### src/hdl/i2cbb_pkg.sv
// ----------------------------------------------------------------------------
// i2cbb_pkg
// Shared types, command codes and helpers for the bit-banged I2C master.
// ----------------------------------------------------------------------------
package i2cbb_pkg;

	typedef enum logic [3:0] {
		PH_IDLE      = 4'd0,
		PH_START1    = 4'd1,
		PH_ADDR1     = 4'd2,
		PH_REG       = 4'd3,
		PH_START2    = 4'd4,
		PH_ADDR2     = 4'd5,
		PH_WRITE     = 4'd6,
		PH_READ      = 4'd7,
		PH_STOP      = 4'd8,
		PH_STOP_NACK = 4'd9
	} phase_t;

	localparam logic [2:0] CMD_READ      = 3'd1;
	localparam logic [2:0] CMD_WRITE     = 3'd2;
	localparam logic [2:0] CMD_REG_READ  = 3'd3;
	localparam logic [2:0] CMD_REG_WRITE = 3'd4;

	// slot markers within one byte
	localparam logic [4:0] SLOT_BITS_END = 5'd24;
	localparam logic [4:0] SLOT_ACK_SCL  = 5'd25;
	localparam logic [4:0] SLOT_ACK_SMP  = 5'd26;

	typedef struct packed {
		logic [2:0] func;
		logic [6:0] target_addr;
		logic [7:0] reg_addr;
		logic [7:0] length;
		logic [7:0] tx_data;
		logic       sda_level;
	} item_t;

	typedef struct packed {
		logic       scl;
		logic       sda;
		logic [7:0] rx_data;
		logic       rx_valid;
		logic       tx_taken;
		logic       done_res;
		logic       status;
		logic       busy_res;
	} result_t;

	typedef struct packed {
		logic [2:0] bit_idx;
		logic [1:0] sub;
	} bitpos_t;

	// split a bit-phase slot (0..23) into bit number and sub-slot: s/3 by s*11>>5
	function automatic bitpos_t slot_split(input logic [4:0] s);
		logic [8:0] prod;
		bitpos_t    p;
		prod      = 9'(s) * 9'd11;
		p.bit_idx = prod[7:5];
		p.sub     = 2'(s - ({2'b00, p.bit_idx} + {1'b0, p.bit_idx, 1'b0}));
		return p;
	endfunction

endpackage

### src/hdl/i2cbb_seq.sv
// ----------------------------------------------------------------------------
// i2cbb_seq
// Bus sequencer state and the single-slot step logic.
// ----------------------------------------------------------------------------
module i2cbb_seq (
	input  logic                clk,
	input  logic                arst_n,
	input  logic                step_en,
	input  i2cbb_pkg::item_t    item,
	output i2cbb_pkg::result_t  res
);

	i2cbb_pkg::phase_t phase_q, ph, nxt;
	logic [4:0] slot_q, s;
	logic [7:0] shift_q, sb;
	logic [7:0] bytes_q, bl;
	logic [2:0] cmd_q, cmd;
	logic [6:0] addr_q, addr;
	logic [7:0] reg_q, rg;
	logic       ack_q, ack;
	logic       scl_q, scl_n;
	logic       sda_q, sda_n;
	logic       last;
	i2cbb_pkg::bitpos_t wpos, rpos;

	always_ff @(posedge clk or negedge arst_n) begin
		if (!arst_n) begin
			phase_q <= i2cbb_pkg::PH_IDLE;
			slot_q  <= '0;
			shift_q <= '0;
			bytes_q <= '0;
			cmd_q   <= '0;
			addr_q  <= '0;
			reg_q   <= '0;
			ack_q   <= 1'b0;
			scl_q   <= 1'b1;
			sda_q   <= 1'b1;
		end else if (step_en) begin
			phase_q <= ph;
			slot_q  <= s;
			shift_q <= sb;
			bytes_q <= bl;
			cmd_q   <= cmd;
			addr_q  <= addr;
			reg_q   <= rg;
			ack_q   <= ack;
			scl_q   <= scl_n;
			sda_q   <= sda_n;
		end
	end

	always_comb begin
		ph    = phase_q;
		s     = slot_q;
		sb    = shift_q;
		bl    = bytes_q;
		cmd   = cmd_q;
		addr  = addr_q;
		rg    = reg_q;
		ack   = ack_q;
		scl_n = scl_q;
		sda_n = sda_q;
		last  = 1'b0;
		nxt   = i2cbb_pkg::PH_IDLE;
		res   = '0;

		// command taken only when idle
		if (ph == i2cbb_pkg::PH_IDLE && item.func >= i2cbb_pkg::CMD_READ &&
		    item.func <= i2cbb_pkg::CMD_REG_WRITE) begin
			cmd  = item.func;
			addr = item.target_addr;
			rg   = item.reg_addr;
			bl   = item.length;
			if ((item.func == i2cbb_pkg::CMD_READ || item.func == i2cbb_pkg::CMD_REG_READ) &&
			    item.length == 8'd0) begin
				bl = 8'd1;
			end
			ph = i2cbb_pkg::PH_START1;
			s  = '0;
		end

		wpos = i2cbb_pkg::slot_split(s);
		rpos = i2cbb_pkg::slot_split(s - 5'd1);

		case (ph)
			i2cbb_pkg::PH_START1, i2cbb_pkg::PH_START2: begin
				case (s)
					5'd0: sda_n = 1'b1;
					5'd1: scl_n = 1'b1;
					5'd2: sda_n = 1'b0;
					default: begin
						scl_n = 1'b0;
						last  = 1'b1;
					end
				endcase
				nxt = (ph == i2cbb_pkg::PH_START1) ? i2cbb_pkg::PH_ADDR1 : i2cbb_pkg::PH_ADDR2;
			end
			i2cbb_pkg::PH_ADDR1, i2cbb_pkg::PH_ADDR2, i2cbb_pkg::PH_REG,
			i2cbb_pkg::PH_WRITE: begin
				if (s == 5'd0) begin
					case (ph)
						i2cbb_pkg::PH_ADDR1:
							sb = {addr, (cmd == i2cbb_pkg::CMD_READ)};
						i2cbb_pkg::PH_ADDR2:
							sb = {addr, 1'b1};
						i2cbb_pkg::PH_REG:
							sb = rg;
						default: begin
							sb           = item.tx_data;
							res.tx_taken = 1'b1;
						end
					endcase
				end
				if (s < i2cbb_pkg::SLOT_BITS_END) begin
					case (wpos.sub)
						2'd0:    sda_n = sb[~wpos.bit_idx];
						2'd1:    scl_n = 1'b1;
						default: scl_n = 1'b0;
					endcase
				end else if (s == i2cbb_pkg::SLOT_BITS_END) begin
					sda_n = 1'b1;
				end else if (s == i2cbb_pkg::SLOT_ACK_SCL) begin
					scl_n = 1'b1;
				end else if (s == i2cbb_pkg::SLOT_ACK_SMP) begin
					ack = item.sda_level;
				end else begin
					scl_n = 1'b0;
					last  = 1'b1;
				end
				case (ph)
					i2cbb_pkg::PH_ADDR1: begin
						if (ack)
							nxt = i2cbb_pkg::PH_STOP_NACK;
						else if (cmd == i2cbb_pkg::CMD_READ)
							nxt = i2cbb_pkg::PH_READ;
						else if (cmd == i2cbb_pkg::CMD_WRITE)
							nxt = (bl == 8'd0) ? i2cbb_pkg::PH_STOP : i2cbb_pkg::PH_WRITE;
						else
							nxt = i2cbb_pkg::PH_REG;
					end
					i2cbb_pkg::PH_ADDR2:
						nxt = ack ? i2cbb_pkg::PH_STOP_NACK : i2cbb_pkg::PH_READ;
					i2cbb_pkg::PH_REG: begin
						if (cmd == i2cbb_pkg::CMD_REG_READ)
							nxt = i2cbb_pkg::PH_START2;
						else
							nxt = (bl == 8'd0) ? i2cbb_pkg::PH_STOP : i2cbb_pkg::PH_WRITE;
					end
					default: begin
						if (last) begin
							bl  = bl - 8'd1;
							nxt = (bl == 8'd0) ? i2cbb_pkg::PH_STOP : i2cbb_pkg::PH_WRITE;
						end
					end
				endcase
			end
			i2cbb_pkg::PH_READ: begin
				if (s == 5'd0) begin
					sda_n = 1'b1;
					sb    = '0;
				end else if (s <= i2cbb_pkg::SLOT_BITS_END) begin
					case (rpos.sub)
						2'd0:    scl_n = 1'b1;
						2'd1:    sb    = {sb[6:0], item.sda_level};
						default: scl_n = 1'b0;
					endcase
				end else if (s == i2cbb_pkg::SLOT_ACK_SCL) begin
					// ACK all but the last byte
					sda_n = (bl > 8'd1) ? 1'b0 : 1'b1;
				end else if (s == i2cbb_pkg::SLOT_ACK_SMP) begin
					scl_n = 1'b1;
				end else begin
					scl_n        = 1'b0;
					last         = 1'b1;
					res.rx_valid = 1'b1;
					res.rx_data  = sb;
					bl           = bl - 8'd1;
					nxt = (bl == 8'd0) ? i2cbb_pkg::PH_STOP : i2cbb_pkg::PH_READ;
				end
			end
			i2cbb_pkg::PH_STOP, i2cbb_pkg::PH_STOP_NACK: begin
				case (s)
					5'd0: sda_n = 1'b0;
					5'd1: scl_n = 1'b1;
					default: begin
						sda_n        = 1'b1;
						last         = 1'b1;
						res.done_res = 1'b1;
						res.status   = (ph == i2cbb_pkg::PH_STOP_NACK);
					end
				endcase
				nxt = i2cbb_pkg::PH_IDLE;
			end
			default: begin
				ph = i2cbb_pkg::PH_IDLE;
				s  = '0;
			end
		endcase

		if (ph != i2cbb_pkg::PH_IDLE) begin
			if (last) begin
				ph = nxt;
				s  = '0;
			end else begin
				s = s + 5'd1;
			end
		end

		res.scl      = scl_n;
		res.sda      = sda_n;
		res.busy_res = (ph != i2cbb_pkg::PH_IDLE);
	end

endmodule

### src/hdl/i2c_bitbang_master.sv
// An accepted word is held in the input register, then steps the sequencer into
// the output register. Throughput: one word per cycle unless a stalled result
// word holds the flow; the sequencer advances one bus slot per word.
// Reset (arst_n low, asynchronous): sequencer idle with its SCL and SDA state
// high, both word registers empty; the result word itself is not reset.
// ----------------------------------------------------------------------------
// i2c_bitbang_master
// I2C master sequencing one pin slot per input word: start, address, register,
// data and stop slots, with address NACK detection and read ACK/NACK.
// ----------------------------------------------------------------------------
module i2c_bitbang_master (
	input  logic       clk,
	input  logic       arst_n,
	// input words
	input  logic       in_valid,
	output logic       in_stall,
	input  logic [2:0] func,
	input  logic [6:0] target_addr,
	input  logic [7:0] reg_addr,
	input  logic [7:0] length,
	input  logic [7:0] tx_data,
	input  logic       sda_level,
	// result words
	output logic       out_valid,
	input  logic       out_stall,
	output logic       scl,
	output logic       sda,
	output logic [7:0] rx_data,
	output logic       rx_valid,
	output logic       tx_taken,
	output logic       done_res,
	output logic       status,
	output logic       busy_res
);

	// stage 1: registered input word
	logic               valid_s1;
	i2cbb_pkg::item_t   item_s1;
	// stage 2: registered result word
	logic               valid_s2;
	i2cbb_pkg::result_t res_s2;
	i2cbb_pkg::result_t res_step;

	logic advance;   // stage 1 word steps the sequencer this cycle
	logic take_in;

	// the result register frees up when it is empty or being drained
	assign advance  = valid_s1 & (~valid_s2 | ~out_stall);
	assign in_stall = valid_s1 & ~advance;
	assign take_in  = in_valid & ~in_stall;

	always_ff @(posedge clk or negedge arst_n) begin
		if (!arst_n) begin
			valid_s1 <= 1'b0;
			valid_s2 <= 1'b0;
		end else begin
			valid_s1 <= take_in | (valid_s1 & ~advance);
			valid_s2 <= advance | (valid_s2 & out_stall);
		end
	end

	always_ff @(posedge clk) begin
		if (take_in) begin
			item_s1 <= '{func: func, target_addr: target_addr, reg_addr: reg_addr,
			             length: length, tx_data: tx_data, sda_level: sda_level};
		end
		if (advance) begin
			res_s2 <= res_step;
		end
	end

	// bus state only moves when a word is committed to the result register
	i2cbb_seq u_seq (
		.clk     (clk),
		.arst_n  (arst_n),
		.step_en (advance),
		.item    (item_s1),
		.res     (res_step)
	);

	assign out_valid = valid_s2;
	assign scl       = res_s2.scl;
	assign sda       = res_s2.sda;
	assign rx_data   = res_s2.rx_data;
	assign rx_valid  = res_s2.rx_valid;
	assign tx_taken  = res_s2.tx_taken;
	assign done_res  = res_s2.done_res;
	assign status    = res_s2.status;
	assign busy_res  = res_s2.busy_res;

endmodule

### config.mk
export PLATFORM = sky130hd
export DESIGN_NAME = i2c_bitbang_master
export DESIGN_NICKNAME = d
export VERILOG_FILES = /design/src/hdl/i2cbb_pkg.sv /design/src/hdl/i2cbb_seq.sv /design/src/hdl/i2c_bitbang_master.sv
export SDC_FILE = /design/constraint.sdc
export NUM_CORES = 1
export LEC_CHECK = 0
export ABC_AREA = 1
export BUFFER_PORTS_ARGS = -buffer_cell sky130_fd_sc_hd__buf_2
export CAP_MARGIN = 20
export CORE_UTILIZATION = 29
export DETAILED_ROUTE_END_ITERATION = 7
export PLACE_DENSITY = 0.56
export SLEW_MARGIN = 10
export SYNTH_ARGS = -nofsm -noshare
export SYNTH_HDL_FRONTEND = slang
export SYNTH_SLANG_ARGS = --single-unit
### constraint.sdc
create_clock -name clk -period 6.8 [get_ports clk]
set_clock_uncertainty 0.05 [all_clocks]
set_input_delay 1.36 -clock clk [delete_from_list [all_inputs] [get_ports clk]]
set_output_delay 1.36 -clock clk [all_outputs]
set_load 0.005 [all_outputs]
Word level (Yosys, flattened, before mapping) --
Cells that the tools add are included.
Word-level totals: register bits 98, word-level logic and storage cells 192
Cells by class: add/subtract/negate cells 7, multiply operators 2, magnitude comparators 6, equal/unequal tests 23, muxes and demuxes 86, bitwise logic cells 14, reductions and logical operators 28
Operators with widths (number):
- two-way mux 8 bit | 14
- two-way mux 4 bit | 17
- two-way mux 1 bit | 33
- case mux 8 bit (2 select lines) | 2
- zero test 8 bit | 3
- case mux 4 bit (3 select lines) | 2
- case mux 8 bit (3 select lines) | 1
- two-way mux 5 bit | 4
- equality test 4 x 3 -> 1 bit, second input constant | 4
- equality test 5 bit, second input constant | 3
- case mux 1 bit (4 select lines) | 3
- case mux 1 bit (2 select lines) | 5
- equality test 3 x 2 -> 1 bit, second input constant | 3
- OR reduction 3 bit | 3
- OR reduction 9 bit | 1
- equality test 4 x 2 -> 1 bit, second input constant | 2
- equality test 4 bit, second input constant | 2
- greater-than comparator 8 x 1 -> 1 bit, second input constant | 1
- multiplier 5 x 4 -> 8 bit, second input constant | 1
- nonzero test 4 bit | 2
- OR reduction 2 bit | 4
- OR reduction 4 bit | 2
- subtractor 8 x 1 -> 8 bit, second input constant | 1
- multiplier 5 x 4 -> 7 bit, second input constant | 1
- other kinds (33) | 52

Longest topological paths before layout --
Gate-level depths: netlist of run 1.
word-level depth 16, mapped depth 32

By module --
Synthesis of run 1 repeated with hierarchy kept, for this count alone.
Second synthesis, totals: cell total of the unflattened synthesis 771, area, all modules 6233.5 um2
By module, submodules not included:
- i2cbb_seq | times used 1, cells an instance 709, area each 4636.9 um2
- i2c_bitbang_master | times used 1, cells an instance 62, area each 1596.5 um2

Least setup slack after synthesis of run 1 --
No wires, ideal clock.
path kind reg-to-reg, start point register item_s1[32] (netlist name), end point register u_seq.shift_q[6], arrival time 4.513 ns, required time 6.623 ns, setup slack 2.110 ns, stages on the path, launching flop included 29, path buffers 3, period minus slack after synthesis 4.690 ns, cell sequence edfxtp_1 -> nor2_2 -> nand2_1 -> nand3_4 -> inv_2 -> buf_4 -> buf_2 -> nor2_1 -> inv_1 -> ha_1 -> nand2_1 -> xor2_2 -> ha_1 -> inv_1 -> fa_1 -> inv_1 -> ha_1 -> a21oi_1 -> or2_2 -> nand2_1 -> inv_1 -> ha_1 -> xor2_1 -> xor2_1 -> o21ai_1 -> nand2_2 -> buf_6 -> nand2_1 -> o21ai_0
On the way: longest elaborated chain between the ends 11, elaborated cells between the ends (all ways) 30, those cells by class add/sub (3); mul (1); order compare (3); eq/ne (8); mux (9); reduce/logical (6)
RTL lines:
- start: declaration | RTL line i2c_bitbang_master.sv:38 | i2cbb_pkg::item_t item_s1;
- start signal: assignment | RTL line i2c_bitbang_master.sv:64 | item_s1 <= '{func: func, target_addr: target_addr, reg_addr: reg_addr,
- >= comparator 3 x 1 -> 1 bit | RTL line i2cbb_seq.sv:68 | if (ph == i2cbb_pkg::PH_IDLE && item.func >= i2cbb_pkg::CMD_READ &&
- logical AND 1 bit | RTL line i2cbb_seq.sv:68
- logical AND 1 bit (*) | RTL line i2cbb_seq.sv:68
- two-way mux 5 bit | RTL line i2cbb_seq.sv:68
- subtractor 5 x 1 -> 5 bit | RTL line i2cbb_seq.sv:83 | rpos = i2cbb_pkg::slot_split(s - 5'd1);
- multiplier 5 x 4 -> 7 bit | RTL line i2cbb_pkg.sv:59 | prod = 9'(s) * 9'd11;
- adder 2 bit | RTL line i2cbb_pkg.sv:61 | p.sub = 2'(s - ({2'b00, p.bit_idx} + {1'b0, p.bit_idx, 1'b0}));
- subtractor 2 bit | RTL line i2cbb_pkg.sv:61
- equality test 2 x 1 -> 1 bit | RTL line i2cbb_seq.sv:162 | case (rpos.sub)
- != test 3 x 2 -> 1 bit (no line)
- AND reduction 4 bit (no line)
- end signal: assignment | RTL line i2cbb_seq.sv:30 | shift_q <= '0;
- end signal: assignment | RTL line i2cbb_seq.sv:41 | shift_q <= sb;
- end: declaration | RTL line i2cbb_seq.sv:15 | logic [7:0] shift_q, sb;
Mark *: on every way between the ends. The rest lies on a longest branch, timed or not. The select of a mux whose other input is x is not followed. A chain may end at the register's enable or synchronous reset.

Worst setup path in the final report of run 1 --
Ends and elaborated chain as after synthesis.

==> results of run 1 <==
kinds of logic after synthesis:
logic type	count (synthesis)	synth area share [%]
and+or+nand+nor	384	27.41
buffers and inverters	155	9.781
AOI/OAI and AO/OA	137	12.49
DFF	98	41.87
adders and majority gates	32	6.430
xor gates and xnor gates	14	2.014
where the power goes:
group | internal [mW] | switching, mW
sequential | 0.788 | 0.0809
combinational | 0.688 | 1.33
clock | 0.292 | 0.250
total | 1.77 | 1.66
stage by stage:
stage / utilization (%) / setup WS, ns / hold WS (ns)
after floorplan: - / 2.110 / 0.4030
after global placement: 32.12 / 1.802 / 0.4158
after detailed placement: 32.12 / 1.669 / 0.4251
after CTS: 33.54 / 1.667 / 0.4454
after global routing: 33.54 / 1.229 / 0.4561
final: 33.54 / 1.684 / 0.4371
critical path, stage by stage, from the launching register on:
cell	delay [ns]
edfxtp_1	0.45
nor2_2	0.15
nand2_1	0.10
nand3_4	0.32
inv_2	0.24
nor2_1	0.46
inv_1	0.12
ha_1	0.22
nand2_1	0.10
xor2_2	0.10
ha_1	0.29
inv_1	0.05
fa_1	0.49
inv_1	0.04
ha_1	0.26
a21oi_1	0.08
or2_2	0.27
nand2_1	0.09
inv_1	0.05
ha_1	0.18
xor2_1	0.16
xor2_1	0.17
o21ai_1	0.15
nand2_2	0.20
nand2_1	0.12
o21ai_0	0.08
final timing paths:
check | slack [ns] | cells past startpoint | endpoint
worst max-delay path | 1.68 | 25 | u_seq.shift_q[6]
worst min-delay path | 0.44 | 2 | u_seq.cmd_q[2]
worst max register to register | 1.68 | 25 | u_seq.shift_q[6]
worst min register to register | 0.44 | 2 | u_seq.cmd_q[2]
max in group asynchronous | 5.15 | 2 | u_seq.reg_q[2]
min in group asynchronous | 1.08 | 2 | u_seq.bytes_q[3]
registers in the layout, indices dropped and copies added, names as in the netlist, 3 cells and up:
| register | cells |
|---|---|
| item_s1 | 35 |
| rx_data | 8 |
| u_seq.slot_q | 5 |
| u_seq.phase_q | 4 |
| u_seq.addr_q | 7 |
| u_seq.bytes_q | 8 |
| u_seq.cmd_q | 3 |
| u_seq.reg_q | 8 |
| u_seq.shift_q | 8 |
cell type report:
| class | instances | area share [%] |
|---|---|---|
| multi-input combinational | 567 | 42.67 |
| tap | 280 | 4.786 |
| clock buffer | 9 | 3.077 |
| inverter | 135 | 6.991 |
| sequential | 98 | 36.96 |
| clock inverter | 7 | 1.145 |
| timing repair buffer | 61 | 4.376 |
metal layers:
layer  track usage (%)  up-vias  wire length (µm)
li1                  -     2764                 -
met1             19.35     2446              7669
met2             24.13      109              7247
met3             1.958       22               535
met4             6.450        0               323
met5                 0        -                 0
cells in the mapped netlist, types with 2 or more instances:
cell,n
nand2_1,214
inv_1,128
nor2_1,61
o21ai_0,57
edfxtp_1,50
dfrtp_1,46
nand3_1,40
a21oi_1,30
ha_1,30
nand2_2,13
o21ai_1,13
xor2_1,12
clkbuf_1,11
nand4_1,9
nor2_2,9
a31oi_1,7
nand3_2,7
nor3_1,7
o211ai_1,7
or2_2,6
buf_6,5
o21ai_2,5
inv_2,4
nand3_4,4
nor2_4,4
a21boi_1,3
buf_2,3
nand2_4,3
or2_1,3
a22oi_1,2
dfstp_2,2
fa_1,2
inv_4,2
nor3_2,2
o2111ai_1,2
==> results.yml, run 1 <==
timing:
  period_needed_ns: 5.116
  fin_tns_setup_ns: 0
  slew-limit-headroom_pct: 53.60
  finalMaxSlewViolations: 0
  final_hold_viol_count: 0
  rsz0062_at_grt: "false"
  tightest_slew_ns: 0.6960
  clock.fmax_mhz: 195.5
  period_share_pct: 75.23
  final-setup-viol-count: 0
routing:
  wl_per_cell_um: 13.63
  dr.first_iter.drc_count: 326
  avgViaCountPerCell: 4.616
  drt_wl_total_mm: 15.78
  dr.pass1.iters: 5
  drc_errors: 0
  drtAntennaViolNets: 0
  vias: 5341
finish:
  final_common_cell: "nand2_1"
  area_growth_pct: 13.31
  multiInputGateArea_um2: 3123
  final_cell_mix: "214 x nand2_1, 128 x inv_1, 61 x nor2_1"
  finalNonFillerCells: 1157
  final_nets: 943
  diodes: 0
  drive_gt1_share_pct: 16.19
  final_area_um2: 7320
  regArea_um2: 2705
  fillers: 2295
worst_setup_path:
  r2r-start: "item_s1[32]"
  critPathLaunchType: "flip-flop"
  critPathKind: "flip-flop to flip-flop"
  cp.required_ns: 7.00
  cp.arrival_ns: 5.32
  end_kind: "flip-flop"
  cp_max_fo: 24
  critical_path.startpoint: "item_s1[32]"
logic_synthesis:
  synth-seq-cells: 98
  synth_edf_count: 50
  synth.top_cell.area_share_pct: 23.24
  async_flop_share_pct: 48.98
  syn_inst: 820
  synth.avg_cell_area_um2: 7.878
  yosys.area.top_type: "edfxtp_1"
  yosysWarnings: 0
  synth_ff_type: "edfxtp_1"
  synth_nets: 891
  yosysSeqAreaShare_pct: 41.87
  syn_area_um2: 6460
  netlist_top_cells_area: "edfxtp_1 23%, dfrtp_1 18%, nand2_1 12%"
  synth.distinct_cells: 52
die:
  initial_core_util_pct: 29.60
  ioPinCount: 56
  fp.dieH_um: 151.3
  die_w_um: 151.3
  die_area_um2: 22880
  fp-row-count: 54
  core_um2: 21820
clocking:
  clock_path_buffers: 2
  clkSlewWorstSetupHoldPaths_ns: 0.09
  htreeDepth: 3
  cts_tree: "yes"
  cts_buffers: 9
  clkLatencyLatePin_ns: 0.37
  holdBufCountCts: 0
  post_cts_buffers: 0
  cts.sinks: 98
  post_cts_resize_count: 0
  root_buffer: "clkbuf_16"
pwr:
  vdd_ir_drop_max_v: 0.0002563
  power_mw: 3.424
  p_leak_nw: 3.541
  cellPowerDensity_nw_per_um2: 467.8
min_path:
  min_path_type: "flip-flop to flip-flop"
  worstHoldStart: "u_seq.cmd_q[2]"
placement:
  dp_hpwl_mm: 11.63
  placed_cell_area_um2: 7010
  io_buffer_count: 55
  gp_congestion: 0.8250
  dp_cells: 1141
status:
  outcome: "complete, no violations"
global_routing:
  grt_pass1_wl_mm: 25.82
  grt_overflow: 0
  grt_max_degree: 49
  grt_pass1_vias: 5161
  grt_usage_pct: 14.75
  antenna_found_initial: 0
run:
  max_cap_viol_count: 0
Power figures use the tool's default switching activity.
==> inputs of run 2 (changes only) <==
--- a/config.mk
+++ b/config.mk
@@ -10,7 +10,7 @@
 export CAP_MARGIN = 20
 export CORE_UTILIZATION = 29
 export DETAILED_ROUTE_END_ITERATION = 7
-export PLACE_DENSITY = 0.56
+export PLACE_DENSITY = 0.57
 export SLEW_MARGIN = 10
 export SYNTH_ARGS = -nofsm -noshare
 export SYNTH_HDL_FRONTEND = slang
==> constraint.sdc (replaced) <==
create_clock -name clk -period 4.6 [get_ports clk]
set_clock_uncertainty 0.05 [all_clocks]
set_input_delay 0.92 -clock clk [delete_from_list [all_inputs] [get_ports clk]]
set_output_delay 0.92 -clock clk [all_outputs]
set_load 0.005 [all_outputs]
==> run 2 against run 1 <==
Against the previous run: power up 61%; non-clock buffer count up 23; critical endpoint is now u_seq.shift_q[7]; critical path type unchanged; critical path depth down 1; worst setup slack worse by 1.5 ns.
==> results.yml, run 2 (synthesis results as in run 1) <==
global_routing:
  grt_max_degree: 40
  grt_pass1_vias: 5037
  grt_pass1_wl_mm: 25.33
  grt_overflow: 0
  antenna_found_initial: 0
  grt_usage_pct: 14.47
routing:
  wl_per_cell_um: 13.70
  avgViaCountPerCell: 4.657
  drc_errors: 0
  dr.pass1.iters: 7
  dr.first_iter.drc_count: 362
  vias: 5500
  drtAntennaViolNets: 0
  drt_wl_total_mm: 16.18
clocking:
  cts.sinks: 98
  root_buffer: "clkbuf_16"
  cts_buffers: 9
  clock_path_buffers: 2
  cts_tree: "yes"
  clkLatencyLatePin_ns: 0.36
  htreeDepth: 3
  clkSlewWorstSetupHoldPaths_ns: 0.07
finish:
  top_register: "item_s1"
  drive_gt1_share_pct: 21.42
  largest_register_ffs: 35
  final_cell_mix: "210 x nand2_1, 118 x inv_1, 59 x nor2_1"
  regArea_um2: 2705
  multiInputGateArea_um2: 3267
  final_nets: 967
  fillers: 2308
  area_growth_pct: 18.65
  fin_util_pct: 35.12
  diodes: 0
  final_common_cell: "nand2_1"
placement:
  io_buffer_count: 55
  gp_congestion: 0.8559
  dp_hpwl_mm: 11.86
pwr:
  p_leak_nw: 3.659
  vdd_ir_drop_max_v: 0.0003122
  power_mw: 5.510
  cellPowerDensity_nw_per_um2: 718.9
status:
  outcome: "complete, no violations"
worst_setup_path:
  cp_max_fo: 8
  critPathLaunchType: "flip-flop"
  cp_slowest_cell: "fa_1"
  cp.required_ns: 4.79
  cp.arrival_ns: 4.60
  crit_chain: "inv_2 > nand2_2 > nor2_4 > nand3_4 > nand2_4 > clkinvlp_4 > nor2_4 > xor2_2 > ha_1 > inv_1 > fa_1 > inv_2 > ha_4 > a21oi_2 > or2_4 > nand2_4 > inv_1 > ha_1 > xor2_1 > xor2_1 > o21ai_2 > nand2_4 > nand2_2 > o21ai_1"
  critPathKind: "flip-flop to flip-flop"
  crit_path_frequent_cell: "nand2_4"
  reg2reg_slack_ns: 0.19
  slowest_delay_ns: 0.51
  end_kind: "flip-flop"
timing:
  finalMaxSlewViolations: 0
  clock.fmax_mhz: 227.0
  tightest_slew_ns: 0.9032
  slew-limit-headroom_pct: 39.72
  final_hold_viol_count: 0
  fin_tns_setup_ns: 0
  period_needed_ns: 4.406
  period_share_pct: 95.77
  finalHoldWorstSlack_ns: 0.4255
  final-setup-viol-count: 0
die:
  core_um2: 21820
  initial_core_util_pct: 29.60
  ioPinCount: 56
  die_area_um2: 22880
  die_w_um: 151.3
  fp.dieH_um: 151.3
  fp-row-count: 54
run:
  max_cap_viol_count: 0
min_path:
  min_path_type: "input port to asynchronous set/reset pin"
[run 2: per-stage QoR]
step	std cells	cell area, µm²	setup slack [ns]
finish	1181	7665	0.1944
global route	1181	7665	-0.05290
CTS	1162	7375	0.005169
detailed placement	1146	7051	0.02947
global placement	1146	7051	0.1137
floorplan	820	6462	0.02172
[run 2: path summary, 6_finish.rpt]
check	end	cells after the start	from
max in group asynchronous	out_valid	2	arst_n
worst max register to register	u_seq.shift_q[7]	24	u_seq.phase_q[0]
worst max-delay path	u_seq.shift_q[7]	24	u_seq.phase_q[0]
worst min register to register	out_valid	2	valid_s1
min in group clk	out_valid	2	valid_s1
worst min-delay path	u_seq.bytes_q[4]	1	arst_n
[run 2: per-layer routing]
layer / share of wire [%] / vias to the layer above / track usage [%] / routed length, µm
li1: - / 2814 / - / -
met1: 47 / 2559 / 18.59 / 7546
met2: 48 / 111 / 23.97 / 7757
met3: 3.5 / 16 / 2.500 / 572
met4: 1.9 / 0 / 5.800 / 307
met5: 0 / - / 0 / 0
[run 2: power breakdown]
part           internal, mW  switching [mW]
combinational          1.23            2.16
sequential             1.17           0.126
clock                 0.480           0.348
total                  2.87            2.64
[run 2: timing repair]
item | CTS | global route
endpoints found under the setup margin | 0 | 12
endpoints found under the hold margin | 0 | 0
hold buffers | 0 | 0
setup buffers | 0 | 18
resized for setup | 0 | 41
[run 2: final cells by class]
type | instances | share of cell area [%]
flip-flops and latches | 98 | 35.29
clock buffers | 9 | 2.938
clock inverters | 7 | 1.290
repair buffers | 84 | 6.530
multi-input cells | 568 | 42.62
inverters | 135 | 6.758
well taps | 280 | 4.571
[run 2: critical path, delay by kind of cell (launching register included)]
family                   cells  cell delay [ns]
flip-flops                   1             0.39
AO/OA/AOI/OAI                3             0.41
adder cells (fa/ha/maj)      4             1.13
XOR/XNOR                     3             0.58
AND/OR/NAND/NOR              9             1.31
buffers and inverters        5             0.42
==> inputs of run 3 (changes only) <==
--- a/config.mk
+++ b/config.mk
@@ -10,7 +10,7 @@
 export CAP_MARGIN = 20
 export CORE_UTILIZATION = 29
 export DETAILED_ROUTE_END_ITERATION = 7
-export PLACE_DENSITY = 0.57
+export PLACE_DENSITY_LB_ADDON = 0.25
 export SLEW_MARGIN = 10
 export SYNTH_ARGS = -nofsm -noshare
 export SYNTH_HDL_FRONTEND = slang
==> run 3 against run 2 <==
Against the previous run: power is 0.73% higher; sequential cell count stayed put; final area is 0.69% lower; count of clock-buffer cells in the layout is 2 higher; sequential share of layout area is 0.24 points higher; critical endpoint is now u_seq.shift_q[0]; highest routed layer unchanged.
==> results.yml, run 3 (synthesis results as in run 1) <==
placement:
  placed_cell_area_um2: 7081
  dp_hpwl_mm: 11.89
  place_ws_ns: 0.2021
  io_buffer_count: 55
  gp_congestion: 0.8173
finish:
  final_common_cell: "nand2_1"
  top_register: "item_s1"
  final_area_um2: 7612
  drive_gt1_share_pct: 20.40
  largest_register_ffs: 35
  area_growth_pct: 17.84
  fillers: 2266
  final_nets: 963
  final_cell_mix: "209 x nand2_1, 125 x inv_1, 59 x nor2_1"
  diodes: 0
  fin_util_pct: 34.88
die:
  fp.dieH_um: 151.3
  ioPinCount: 56
  die_w_um: 151.3
  die_area_um2: 22880
  fp-row-count: 54
  core_um2: 21820
  initial_core_util_pct: 29.60
routing:
  wl_per_cell_um: 13.62
  drt_wl_total_mm: 16.04
  drc_errors: 0
  drtAntennaViolNets: 0
  dr.first_iter.drc_count: 275
  avgViaCountPerCell: 4.567
  vias: 5375
  dr.pass1.iters: 4
worst_setup_path:
  crit_cells: 26
  reg2reg_slack_ns: 0.24
  slowest_delay_ns: 0.49
  cp.required_ns: 4.80
  r2r-start: "u_seq.phase_q[0]"
  crit_path_frequent_cell: "nand2_2"
  critPathKind: "flip-flop to flip-flop"
  cp_max_fo: 8
  cp-endpoint: "u_seq.shift_q[0]"
  crit_buf_inv: 6
  path_delay_family: "adder cells"
  critical_path.startpoint: "u_seq.phase_q[0]"
  cp_slowest_cell: "fa_1"
  end_kind: "flip-flop"
  cp.arrival_ns: 4.56
  ff2ff_path_depth: 26
  critPathLaunchType: "flip-flop"
  r2r-end: "u_seq.shift_q[0]"
clocking:
  root_buffer: "clkbuf_16"
  htreeDepth: 3
  cts.sinks: 98
  clock_path_buffers: 2
  cts_buffers: 9
  clkLatencyLatePin_ns: 0.36
  clkSlewWorstSetupHoldPaths_ns: 0.07
  cts_tree: "yes"
timing:
  worst_slack_ns: 0.2445
  final-setup-viol-count: 0
  period_needed_ns: 4.355
  final_hold_viol_count: 0
  tightest_slew_ns: 1.042
  slew-limit-headroom_pct: 30.44
  finalMaxSlewViolations: 0
  clock.fmax_mhz: 229.6
  period_share_pct: 94.68
status:
  outcome: "complete, no violations"
min_path:
  min_path_type: "flip-flop to flip-flop"
  worstHoldPathCells: 2
global_routing:
  grt_pass1_vias: 5030
  grt_max_degree: 40
  grt_usage_pct: 14.82
  grt_overflow: 0
  antenna_found_initial: 0
  grt_pass1_wl_mm: 25.72
pwr:
  cellPowerDensity_nw_per_um2: 729.1
  p_leak_nw: 3.659
  power_mw: 5.550
  vdd_ir_drop_max_v: 0.0006897
run:
  max_cap_viol_count: 0
-- run 3: report_power, final --
group          internal, mW  switching (mW)
combinational          1.23            2.14
sequential             1.17           0.126
clock                 0.551           0.344
-- run 3: area by class of cell --
type	instances	area (µm²)	area share (%)
clock inverters	5	107.6	1.414
inverters	135	511.7	6.723
flip-flops and latches	98	2705	35.54
repair buffers	80	462.9	6.082
multi-input cells	568	3232	42.46
well taps	280	350.3	4.602
clock buffers	11	242.7	3.189
-- run 3: through the flow --
| stage | setup TNS, ns | std cells | hold WS (ns) |
|---|---|---|---|
| finish | 0 | 1177 | 0.4350 |
| floorplan | 0 | 820 | 0.4030 |
| global route | -0.1170 | 1177 | 0.4674 |
| global placement | 0 | 1150 | 0.4184 |
| CTS | 0 | 1166 | 0.4405 |
| detailed placement | 0 | 1150 | 0.4242 |
-- run 3: what timing repair did --
item                                    in CTS  in global routing
setup buffers                                0                 10
hold buffers                                 0                  0
endpoints found under the setup margin       0                 12
resized for setup                            0                 26
-- run 3: tightest hold or removal path: stages (launching register included) --
cell,delay (ns)
dfrtp_1,0.34
nand2_1,0.05
o21ai_0,0.06
-- run 3: layer usage --
layer / global-route usage, % / wire (µm) / vias up
met5: 0 / 0 / -
met4: 5.150 / 296 / 0
met3: 2.440 / 478 / 17
met2: 24.34 / 7506 / 91
met1: 19.57 / 7755 / 2469
li1: - / - / 2798
-- run 3: how the worst min path moves through the flow --
stage | from | to | slack, ns
finish | u_seq.reg_q[7] | u_seq.reg_q[7] | 0.44
global route | u_seq.reg_q[2] | u_seq.reg_q[2] | 0.47
CTS | valid_s1 | out_valid | 0.44
detailed placement | u_seq.reg_q[7] | u_seq.reg_q[7] | 0.42
global placement | u_seq.shift_q[6] | u_seq.shift_q[6] | 0.42
floorplan | u_seq.cmd_q[2] | u_seq.cmd_q[2] | 0.40
